===== config.mk =====
export PLATFORM = sky130hd
export DESIGN_NAME = linear_rate_ramp_generator_unit
export DESIGN_NICKNAME = d
export VERILOG_FILES = /design/src/hdl/lrrg_pkg.sv /design/src/hdl/lrrg_dp.sv /design/src/hdl/lrrg_ctrl.sv /design/src/hdl/linear_rate_ramp_generator_unit.sv
export VERILOG_INCLUDE_DIRS = /design/src /design/src/hdl
export SDC_FILE = /design/constraint.sdc
export NUM_CORES = 2
export LEC_CHECK = 0
export ABC_AREA = 1
export CAP_MARGIN = 30
export CORE_MARGIN = 4
export CORE_UTILIZATION = 45
export CTS_BUF_LIST = sky130_fd_sc_hd__clkbuf_4 sky130_fd_sc_hd__clkbuf_8
export DETAILED_ROUTE_END_ITERATION = 12
export DONT_BUFFER_PORTS = 1
export HOLD_SLACK_MARGIN = 0.02
export SLEW_MARGIN = 10
export SYNTH_ARGS = -nofsm -noshare
export SYNTH_HDL_FRONTEND = slang
export SYNTH_SLANG_ARGS = --single-unit

===== constraint.sdc =====
create_clock -name clk -period 13.5 [get_ports clk]
set_input_delay 0 -clock clk [delete_from_list [all_inputs] [get_ports clk]]
set_output_delay 0 -clock clk [all_outputs]
set_load 0.01 [all_outputs]

===== src/hdl/linear_rate_ramp_generator_unit_assert.svh =====
// assertion macros for the ramp generator controller
// no dependencies; lrrg_ctrl takes it in by include
`ifndef LINEAR_RATE_RAMP_GENERATOR_UNIT_ASSERT_SVH
`define LINEAR_RATE_RAMP_GENERATOR_UNIT_ASSERT_SVH
`ifndef SYNTH
// property must hold at every clock edge outside reset
`define LRRG_ASSERT(label, clk, rst_n, prop) \
	label: assert property (@(posedge clk) disable iff (!rst_n) prop) \
		else $error("%m: assertion failed");
// condition must never be seen outside reset
`define LRRG_ASSERT_NEVER(label, clk, rst_n, cond) \
	label: assert property (@(posedge clk) disable iff (!rst_n) !(cond)) \
		else $error("%m: forbidden condition seen");
`else
`define LRRG_ASSERT(label, clk, rst_n, prop)
`define LRRG_ASSERT_NEVER(label, clk, rst_n, cond)
`endif
`endif


===== src/hdl/lrrg_pkg.sv =====
// shared widths, state codes and command/status structs of the ramp generator
// no dependencies
package lrrg_pkg;

	localparam int RATE_W    = 16;
	localparam int TIME_W    = 32;
	localparam int PROD_W    = RATE_W + TIME_W;
	localparam int DIV_STEPS = RATE_W;
	localparam int CNT_W     = $clog2(DIV_STEPS);
	localparam int CFG_IDX_W = 2;

	localparam logic [CFG_IDX_W-1:0] REG_START_RATE  = 2'd0;
	localparam logic [CFG_IDX_W-1:0] REG_TARGET_RATE = 2'd1;
	localparam logic [CFG_IDX_W-1:0] REG_DURATION    = 2'd2;

	localparam logic OP_ADVANCE = 1'b0;
	localparam logic OP_RESTART = 1'b1;

	typedef enum logic [2:0] {
		ST_IDLE,
		ST_MUL,
		ST_PREP,
		ST_DIV,
		ST_FIN
	} lrrg_state_t;

	typedef struct packed {
		logic load;      // item transfer: update elapsed time
		logic mul;       // form magnitude product
		logic prep;      // form dividend, seed remainder
		logic div_step;  // one restoring divide step
		logic out_load;  // load result register
	} lrrg_cmd_t;

	typedef struct packed {
		logic at_target; // rate is plain target, divide not needed
	} lrrg_sts_t;

endpackage


===== src/hdl/lrrg_dp.sv =====
// datapath: config registers, elapsed time, multiplier, serial divider, result register
// depends on lrrg_pkg
module lrrg_dp import lrrg_pkg::*; (
	input  logic                 clk,
	input  logic                 arst_n,
	input  logic                 cfg_we,
	input  logic [CFG_IDX_W-1:0] cfg_index,
	input  logic [TIME_W-1:0]    cfg_data,
	input  logic                 op,
	input  logic [TIME_W-1:0]    step_us,
	input  lrrg_cmd_t            cmd,
	output lrrg_sts_t            sts,
	output logic [RATE_W-1:0]    rate,
	output logic                 ramp_done,
	output logic [TIME_W-1:0]    elapsed_us
);

	logic [RATE_W-1:0] start_q;
	logic [RATE_W-1:0] target_q;
	logic [TIME_W-1:0] dur_q;
	logic [TIME_W-1:0] elapsed_q;
	logic [PROD_W-1:0] prod_q;
	logic              dec_q;
	logic              at_target_q;
	logic [TIME_W-1:0] rem_q;
	logic [RATE_W-1:0] quo_q;   // dividend low bits, shifted out as quotient bits come in
	logic [RATE_W-1:0] rate_q;
	logic              done_q;
	logic [TIME_W-1:0] elapsed_out_q;

	logic [TIME_W:0]     sum;
	logic [TIME_W-1:0]   elapsed_next;
	logic [RATE_W-1:0]   mag;
	logic [PROD_W-1:0]   dividend;
	logic [TIME_W+1:0]   trial;
	logic [RATE_W-1:0]   rate_next;

	// config registers
	always_ff @(posedge clk or negedge arst_n) begin
		if (!arst_n) begin
			start_q  <= '0;
			target_q <= '0;
			dur_q    <= '0;
		end else if (cfg_we) begin
			unique case (cfg_index)
				REG_START_RATE:  start_q  <= cfg_data[RATE_W-1:0];
				REG_TARGET_RATE: target_q <= cfg_data[RATE_W-1:0];
				REG_DURATION:    dur_q    <= cfg_data;
				default: ;
			endcase
		end
	end

	// elapsed time, saturating at the duration, cleared on restart
	always_comb begin
		sum = {1'b0, elapsed_q} + {1'b0, step_us};
		elapsed_next = elapsed_q;
		if (op == OP_RESTART) begin
			elapsed_next = '0;
		end else if (elapsed_q < dur_q) begin
			elapsed_next = (sum > {1'b0, dur_q}) ? dur_q : sum[TIME_W-1:0];
		end
	end

	always_ff @(posedge clk or negedge arst_n) begin
		if (!arst_n) begin
			elapsed_q <= '0;
		end else if (cmd.load) begin
			elapsed_q <= elapsed_next;
		end
	end

	// product stage
	assign mag = (target_q < start_q) ? (start_q - target_q) : (target_q - start_q);

	always_ff @(posedge clk) begin
		if (cmd.mul) begin
			prod_q      <= mag * elapsed_q;
			dec_q       <= target_q < start_q;
			at_target_q <= elapsed_q >= dur_q;
		end
	end

	assign sts.at_target = at_target_q;

	// falling ramp rounds the quotient up
	assign dividend = dec_q ? (prod_q + {{RATE_W{1'b0}}, dur_q} - PROD_W'(1)) : prod_q;

	// restoring divider; quotient stays below 2^16 so the upper 32 bits seed the remainder
	assign trial = {1'b0, rem_q, quo_q[RATE_W-1]} - {2'b00, dur_q};

	always_ff @(posedge clk) begin
		if (cmd.prep) begin
			rem_q <= dividend[PROD_W-1:RATE_W];
			quo_q <= dividend[RATE_W-1:0];
		end else if (cmd.div_step) begin
			if (!trial[TIME_W+1]) begin
				rem_q <= trial[TIME_W-1:0];
			end else begin
				rem_q <= {rem_q[TIME_W-2:0], quo_q[RATE_W-1]};
			end
			quo_q <= {quo_q[RATE_W-2:0], ~trial[TIME_W+1]};
		end
	end

	always_comb begin
		if (at_target_q) begin
			rate_next = target_q;
		end else if (dec_q) begin
			rate_next = start_q - quo_q;
		end else begin
			rate_next = start_q + quo_q;
		end
	end

	// result register
	always_ff @(posedge clk) begin
		if (cmd.out_load) begin
			rate_q        <= rate_next;
			done_q        <= at_target_q;
			elapsed_out_q <= elapsed_q;
		end
	end

	assign rate       = rate_q;
	assign ramp_done  = done_q;
	assign elapsed_us = elapsed_out_q;

endmodule


===== src/hdl/lrrg_ctrl.sv =====
// controller: sequences update, multiply, divide and result hand-off
// depends on lrrg_pkg and linear_rate_ramp_generator_unit_assert.svh
`include "linear_rate_ramp_generator_unit_assert.svh"
module lrrg_ctrl import lrrg_pkg::*; (
	input  logic      clk,
	input  logic      arst_n,
	input  logic      in_valid,
	output logic      in_ready,
	output logic      out_valid,
	input  logic      out_ready,
	input  lrrg_sts_t sts,
	output lrrg_cmd_t cmd
);

	lrrg_state_t      state_q;
	lrrg_state_t      state_d;
	logic [CNT_W-1:0] cnt_q;
	logic             out_valid_q;

	always_ff @(posedge clk or negedge arst_n) begin
		if (!arst_n) begin
			state_q <= ST_IDLE;
		end else begin
			state_q <= state_d;
		end
	end

	always_comb begin
		state_d  = state_q;
		cmd      = '0;
		in_ready = 1'b0;
		unique case (state_q)
			ST_IDLE: begin
				in_ready = 1'b1;
				if (in_valid) begin
					cmd.load = 1'b1;
					state_d  = ST_MUL;
				end
			end
			ST_MUL: begin
				cmd.mul = 1'b1;
				state_d = ST_PREP;
			end
			ST_PREP: begin
				cmd.prep = 1'b1;
				state_d  = sts.at_target ? ST_FIN : ST_DIV;
			end
			ST_DIV: begin
				cmd.div_step = 1'b1;
				if (cnt_q == CNT_W'(DIV_STEPS - 1)) begin
					state_d = ST_FIN;
				end
			end
			ST_FIN: begin
				if (!out_valid_q || out_ready) begin
					cmd.out_load = 1'b1;
					state_d      = ST_IDLE;
				end
			end
			default: state_d = ST_IDLE;
		endcase
	end

	always_ff @(posedge clk or negedge arst_n) begin
		if (!arst_n) begin
			cnt_q <= '0;
		end else if (cmd.prep) begin
			cnt_q <= '0;
		end else if (cmd.div_step) begin
			cnt_q <= cnt_q + CNT_W'(1);
		end
	end

	always_ff @(posedge clk or negedge arst_n) begin
		if (!arst_n) begin
			out_valid_q <= 1'b0;
		end else if (cmd.out_load) begin
			out_valid_q <= 1'b1;
		end else if (out_ready) begin
			out_valid_q <= 1'b0;
		end
	end

	assign out_valid = out_valid_q;

	`LRRG_ASSERT_NEVER(a_no_overwrite, clk, arst_n, cmd.out_load && out_valid_q && !out_ready)
	`LRRG_ASSERT(a_div_starts_clear, clk, arst_n, (state_q == ST_PREP) |=> (cnt_q == '0))
	`LRRG_ASSERT(a_result_from_fin, clk, arst_n, $rose(out_valid_q) |-> $past(state_q == ST_FIN))

endmodule


===== src/hdl/linear_rate_ramp_generator_unit.sv =====
// linear ramp rate generator: each item passes multiply, dividend prep, the 16-step
// serial divider and the result register; the divider is bypassed when the ramp is done
// or the duration is zero; one item in flight, the next is taken once a result is loaded
// the result register lets the next item start while a result waits for its transfer
// arst_n clears control, config registers and elapsed time; rates and duration reset to 0
// depends on lrrg_pkg, lrrg_ctrl, lrrg_dp
module linear_rate_ramp_generator_unit import lrrg_pkg::*; (
	input  logic                 clk,
	input  logic                 arst_n,
	// configuration writes, taken at once
	input  logic                 cfg_we,
	input  logic [CFG_IDX_W-1:0] cfg_index,
	input  logic [TIME_W-1:0]    cfg_data,
	// input items
	input  logic                 in_valid,
	output logic                 in_ready,
	input  logic                 op,
	input  logic [TIME_W-1:0]    step_us,
	// result items
	output logic                 out_valid,
	input  logic                 out_ready,
	output logic [RATE_W-1:0]    rate,
	output logic                 ramp_done,
	output logic [TIME_W-1:0]    elapsed_us
);

	// command and status between controller and datapath
	lrrg_cmd_t cmd;
	lrrg_sts_t sts;

	// controller: one item in flight, result register decoupled from the output side
	lrrg_ctrl u_ctrl (
		.clk       (clk),
		.arst_n    (arst_n),
		.in_valid  (in_valid),
		.in_ready  (in_ready),
		.out_valid (out_valid),
		.out_ready (out_ready),
		.sts       (sts),
		.cmd       (cmd)
	);

	// datapath: elapsed update on transfer, product, dividend, serial divide, result
	lrrg_dp u_dp (
		.clk        (clk),
		.arst_n     (arst_n),
		.cfg_we     (cfg_we),
		.cfg_index  (cfg_index),
		.cfg_data   (cfg_data),
		.op         (op),
		.step_us    (step_us),
		.cmd        (cmd),
		.sts        (sts),
		.rate       (rate),
		.ramp_done  (ramp_done),
		.elapsed_us (elapsed_us)
	);

endmodule


; ---- After elaboration in Yosys (flattened, before gate mapping)
; Index checks and enable logic that the tools add are counted.
[totals]
regBits = 251
in_bits = 72
[classes]
add_sub_neg = 9
n_mul = 1
n_lt_le_gt_ge = 4
n_eq_ne = 10
muxes = 29
n_bitwise = 1
reduce_logical = 12
[ops]
columns = operator, count
row1 = 32-bit two-way mux, 6
row2 = 16-bit two-way mux, 5
row3 = 48-bit by 32-bit adder with 48-bit output, 1
row4 = 16-bit by 32-bit multiplier with 48-bit output, 1
row5 = 48-bit two-way mux, 1
row6 = 16-bit subtractor, 3
row7 = "48-bit by 1-bit subtractor with 48-bit output, second input constant", 1
row8 = 33-bit by 32-bit subtractor with 34-bit output, 1
row9 = 32-bit by 32-bit adder with 33-bit output, 1
row10 = 33-bit by 32-bit > comparator with 1-bit output, 1
row11 = 32-bit >= comparator, 1
row12 = 32-bit < comparator, 1
row13 = 16-bit adder, 1
row14 = 16-bit < comparator, 1
row15 = 3-bit one-hot mux with 5 select lines, 1
row16 = 3-bit two-way mux, 4
row17 = 1-bit two-way mux, 10
row18 = 4-bit two-way mux, 2
row19 = 2-bit AND reduction, 4
row20 = "3-bit by 2-bit equality test with 1-bit output, second input constant", 2
row21 = 2-bit nonzero test, 3
row22 = "4-bit by 1-bit adder with 4-bit output, second input constant", 1
row23 = "4-bit equality test, second input constant", 1
row24 = "2-bit by 1-bit != test with 1-bit output, second input constant", 2
row25 = other kinds (11), 11

; ---- Depth between registers and ports, before layout
[depth]
word_depth = 5
depth_mapped = 40
mapped_depth_nobuf = 38

; ---- Hierarchy
; A second synthesis with hierarchy kept.
[unflattened]
cells_unflattened = 5100
hier_area_um2 = 38619.5
[modules_own_cells]
columns = mod, n_inst, cells_per_inst, area_each_um2, seq_area_each_um2
row1 = lrrg_dp, 1, 5046, 38176.6, 6816.5
row2 = lrrg_ctrl, 1, 54, 442.9, 200.2

; ---- Worst setup path after synthesis
; No wires, ideal clock.
[synth_timing]
path_kind = flip-flop to flip-flop
start = reg u_dp.target_q[0]
end = reg u_dp.prod_q[28], data pin
arrival_ns = 6.618
slack_ns = 6.623
path_stages_with_launch = 36
path_buffers = 2
period_less_slack_ns = 6.877
cell_sequence = dfrtp_1 inv_1 ha_1 inv_1 fa_1 nand3_1 nand2_1 nand2_1 nand2_2 nand3_2 nand2_4 inv_4 buf_6 nand2_1 nand2_2 buf_2 nor2_1 fa_1 inv_1 fa_1 fa_1 inv_1 fa_1 fa_1 inv_1 fa_1 inv_1 ha_1 a21oi_1 o21ai_0 a21oi_1 o21ai_0 a21oi_1 nor2_1 nor2_1 xnor2_1
[synth_between]
elab_chain_len = 3
word_cells_on_any_way = 5
cone_classes = add/sub (2) / mul (1) / order compare (1) / mux (1)
[synth_rtl]
columns = element, line_no
row1 = "start, declared", lrrg_dp.sv:19  ; logic [RATE_W-1:0] target_q;
row2 = "start signal, assigned", lrrg_dp.sv:47  ; REG_TARGET_RATE: target_q <= cfg_data[RATE_W-1:0];
row3 = 16-bit subtractor or 16-bit < comparator (tied branches), lrrg_dp.sv:74  ; assign mag = (target_q < start_q) ? (start_q - target_q) : (target_q - start_q);
row4 = 16-bit two-way mux (*), lrrg_dp.sv:74
row5 = 16-bit by 32-bit multiplier with 48-bit output (*), lrrg_dp.sv:78  ; prod_q <= mag * elapsed_q;
row6 = "end signal, assigned", lrrg_dp.sv:78
row7 = "end, declared", lrrg_dp.sv:22  ; logic [PROD_W-1:0] prod_q;
; Mark *: on every way between the ends. The rest lies on a longest branch, timed or not.
; A chain may end at the register's enable or synchronous reset.

; ---- Final worst setup path
[layout_timing]
start = reg u_dp.target_q[5]
end = reg u_dp.prod_q[43], data pin
; The elaborated chain is that of the path after synthesis.

==> reports/metrics.yaml <==
first_global_vias: 35346
max_slew_margin: 0.441
cts_setup_buffers: 0
wire_per_inst_um: 20.9
drc: 0
endpoint_kind: "register"
synth_edf_count: 147
synth_cell_types: 53
setup_viol: 0
cpPeakStageDelay_ps: 630
crit_fanout: 22
period_minus_slack_ps: 8690
syn_nets: 6243
io_buffer_count: 0
antenna_found_initial: 12
synth.cell_area_um2: 39400
ys_warn_count: 0
globalplace.congestion: 1.00
ys_ff_latch: 251
htreeDepth: 2
hold_viol_final: 0
syn_avg_cell_area_um2: 7.34
path_clk_slew_ps: 70
core_um2: 86900
worst-slew-pin-transition_ps: 835
clk_latency_ps: 660
vias: 35933
drtAntennaViolNets: 0
grt_pass1_wl_um: 211000
async_reset_ff_frac: 0.414
skew_ps: 28.6
start_util: 0.454
die_w_um: 304
synth_cells: 5373
dieArea_um2: 92400
drive_gt1_frac: 0.0430
worst_setup_path_start_kind: "register"
routed_wl_um: 139000
cp_common_cell: "fa_1"
rows: 108
rsz0062_at_grt: "false"
critPathRequiredTime_ps: 13960
fin_nets: 6300
arrival_ps: 9150
area_growth_syn_to_layout_pct: 8.79
grt_overflow: 0
synth_flop_cell: "edfxtp_1"
slowest_stage: "nor4_1"
grt_max_degree: 71
grt_usage: 0.295
io-pin-count: 123
dr.pass1.iters: 5
critPathKind: "register to register"
cts_inserted_buffers: 49
cts_root_buf: "clkbuf_8"
drtIter0Drc: 3247
dp_hpwl_um: 111000
cts.sinks: 251
routed_via_density: 5.42
hold_class: "input port to register"
clockBufferDepth: 3
max_freq_mhz: 115
maxCapViolations: 0
tns_ps: 0
cts_tree: "done"
status: "finished, final reports clean"
yosysSeqAreaShare: 0.178
slew_viol_final: 0
finalCritPeriodShare: 0.644
die_y_um: 304
==> flip-flops by register name (all words and copies together), names as in the netlist <==
name and flops:
u_dp.elapsed_us 32, u_dp.dec_q 1, u_ctrl.cnt_q 4, u_dp.dur_q 32, u_dp.rem_q 32, u_ctrl.state_q 3
u_dp.start_q 16, u_dp.elapsed_q 32, u_dp.rate 16, u_dp.target_q 16, u_dp.ramp_done 1, u_ctrl.out_valid 1
u_dp.quo_q 16, u_dp.prod_q 48, u_dp.sts 1
==> layout by cell type (no fill, tap or decap), drive strengths merged, types with 3 or more instances in the layout <==
cell type       n
o21a           10
xor2          100
buf            54
nand2        1227
bufinv         11
nor2          560
fa            424
clkinv         23
and2            3
or2            16
o211ai         16
nor4           11
nor3           39
a21o           30
a21boi         13
dlygate4sd3    92
dfrtp         104
o21bai         37
o21ai         276
ha            374
clkbuf         61
inv          1104
nand3         260
edfxtp        147
xnor2          43
a31oi          22
nand4          57
nand3b          9
o31ai           3
and3            4
a21oi         328
==> synthesized netlist by cell type (all sizes together), types with 22 or more instances <==
master	count	area share
a21o	30	0.0057
a21oi	328	0.042
a31oi	22	0.0035
buf	69	0.011
clkbuf	71	0.0068
dfrtp	104	0.066
edfxtp	147	0.11
fa	424	0.22
ha	374	0.12
inv	1103	0.11
nand2	1227	0.12
nand3	260	0.033
nand4	57	0.0090
nor2	560	0.053
nor3	39	0.0053
o21ai	276	0.036
o21bai	37	0.0076
xnor2	43	0.0096
xor2	100	0.022
==> per-stage QoR <==
step	utilization	instance area (um2)	worst slack (ps)	std cells	hold WS, ps
detailed placement	0.468	40600	4960	6438	-293
finish	0.493	42900	4810	6626	78.7
global placement	0.467	40600	4880	6435	-292
global route	0.493	42900	4490	6626	75.6
CTS	0.493	42800	4940	6623	23.5
floorplan	-	39400	6620	5373	-296
==> cell type report <==
type	instances	area (um2)
tap	1155	1450
inverter	1108	4160
timing repair buffer	146	1450
sequential	251	7020
antenna	1	2.50
multi-input combinational	3874	27600
clock buffer	61	771
clock inverter	30	440
fill	8774	44000
==> what timing repair did <==
action / CTS / global route
endpoints found under the hold margin: 219 / 0
gates resized for setup: 0 / 0
hold buffers: 94 / 0
==> cell families after synthesis <==
| group | synth area share |
|---|---|
| DFF | 0.178 |
| and+or+nand+nor | 0.228 |
| buffers and inverters | 0.123 |
| xor gates and xnor gates | 0.0318 |
| AOI/OAI and AO/OA | 0.105 |
| adders and majority gates | 0.334 |
==> path summary, 6_finish.rpt <==
check	startpoint	to	slack, ps	depth (start not counted)
setup / recovery	u_dp.target_q[5]$_DFFE_PN0P_	u_dp.prod_q[43]$_DFFE_PP_	4810	30
setup reg to reg	u_dp.target_q[5]$_DFFE_PN0P_	u_dp.prod_q[43]$_DFFE_PP_	4810	30
hold reg to reg	u_dp.dur_q[9]$_DFFE_PN0P_	u_dp.dur_q[9]$_DFFE_PN0P_	480	2
min in group asynchronous	arst_n	u_dp.elapsed_q[11]$_DFFE_PN0P_	470	3
max in group asynchronous	arst_n	u_ctrl.cnt_q[1]$_DFFE_PN0P_	12520	4
hold / removal	cfg_index[0]	u_dp.dur_q[9]$_DFFE_PN0P_	80	5
==> worst max-delay path, delay by kind of cell (launching register included) <==
family                     cells  cell delay [ps]
AOI/OAI and AO/OA              1              150
xor gates and xnor gates       1              240
adders and majority gates      8             3920
buffers and inverters          7              980
DFF                            1              410
and+or+nand+nor               13             2740
==> layer usage <==
layer	global-route usage	wire length (um)
met5	0	11
met4	0.112	6110
met3	0.0476	10300
met2	0.480	62800
met1	0.397	59300
Power is left out: the tool's default activity adds up to more than one toggle a clock period on the data nets, which glitch-free logic cannot reach.
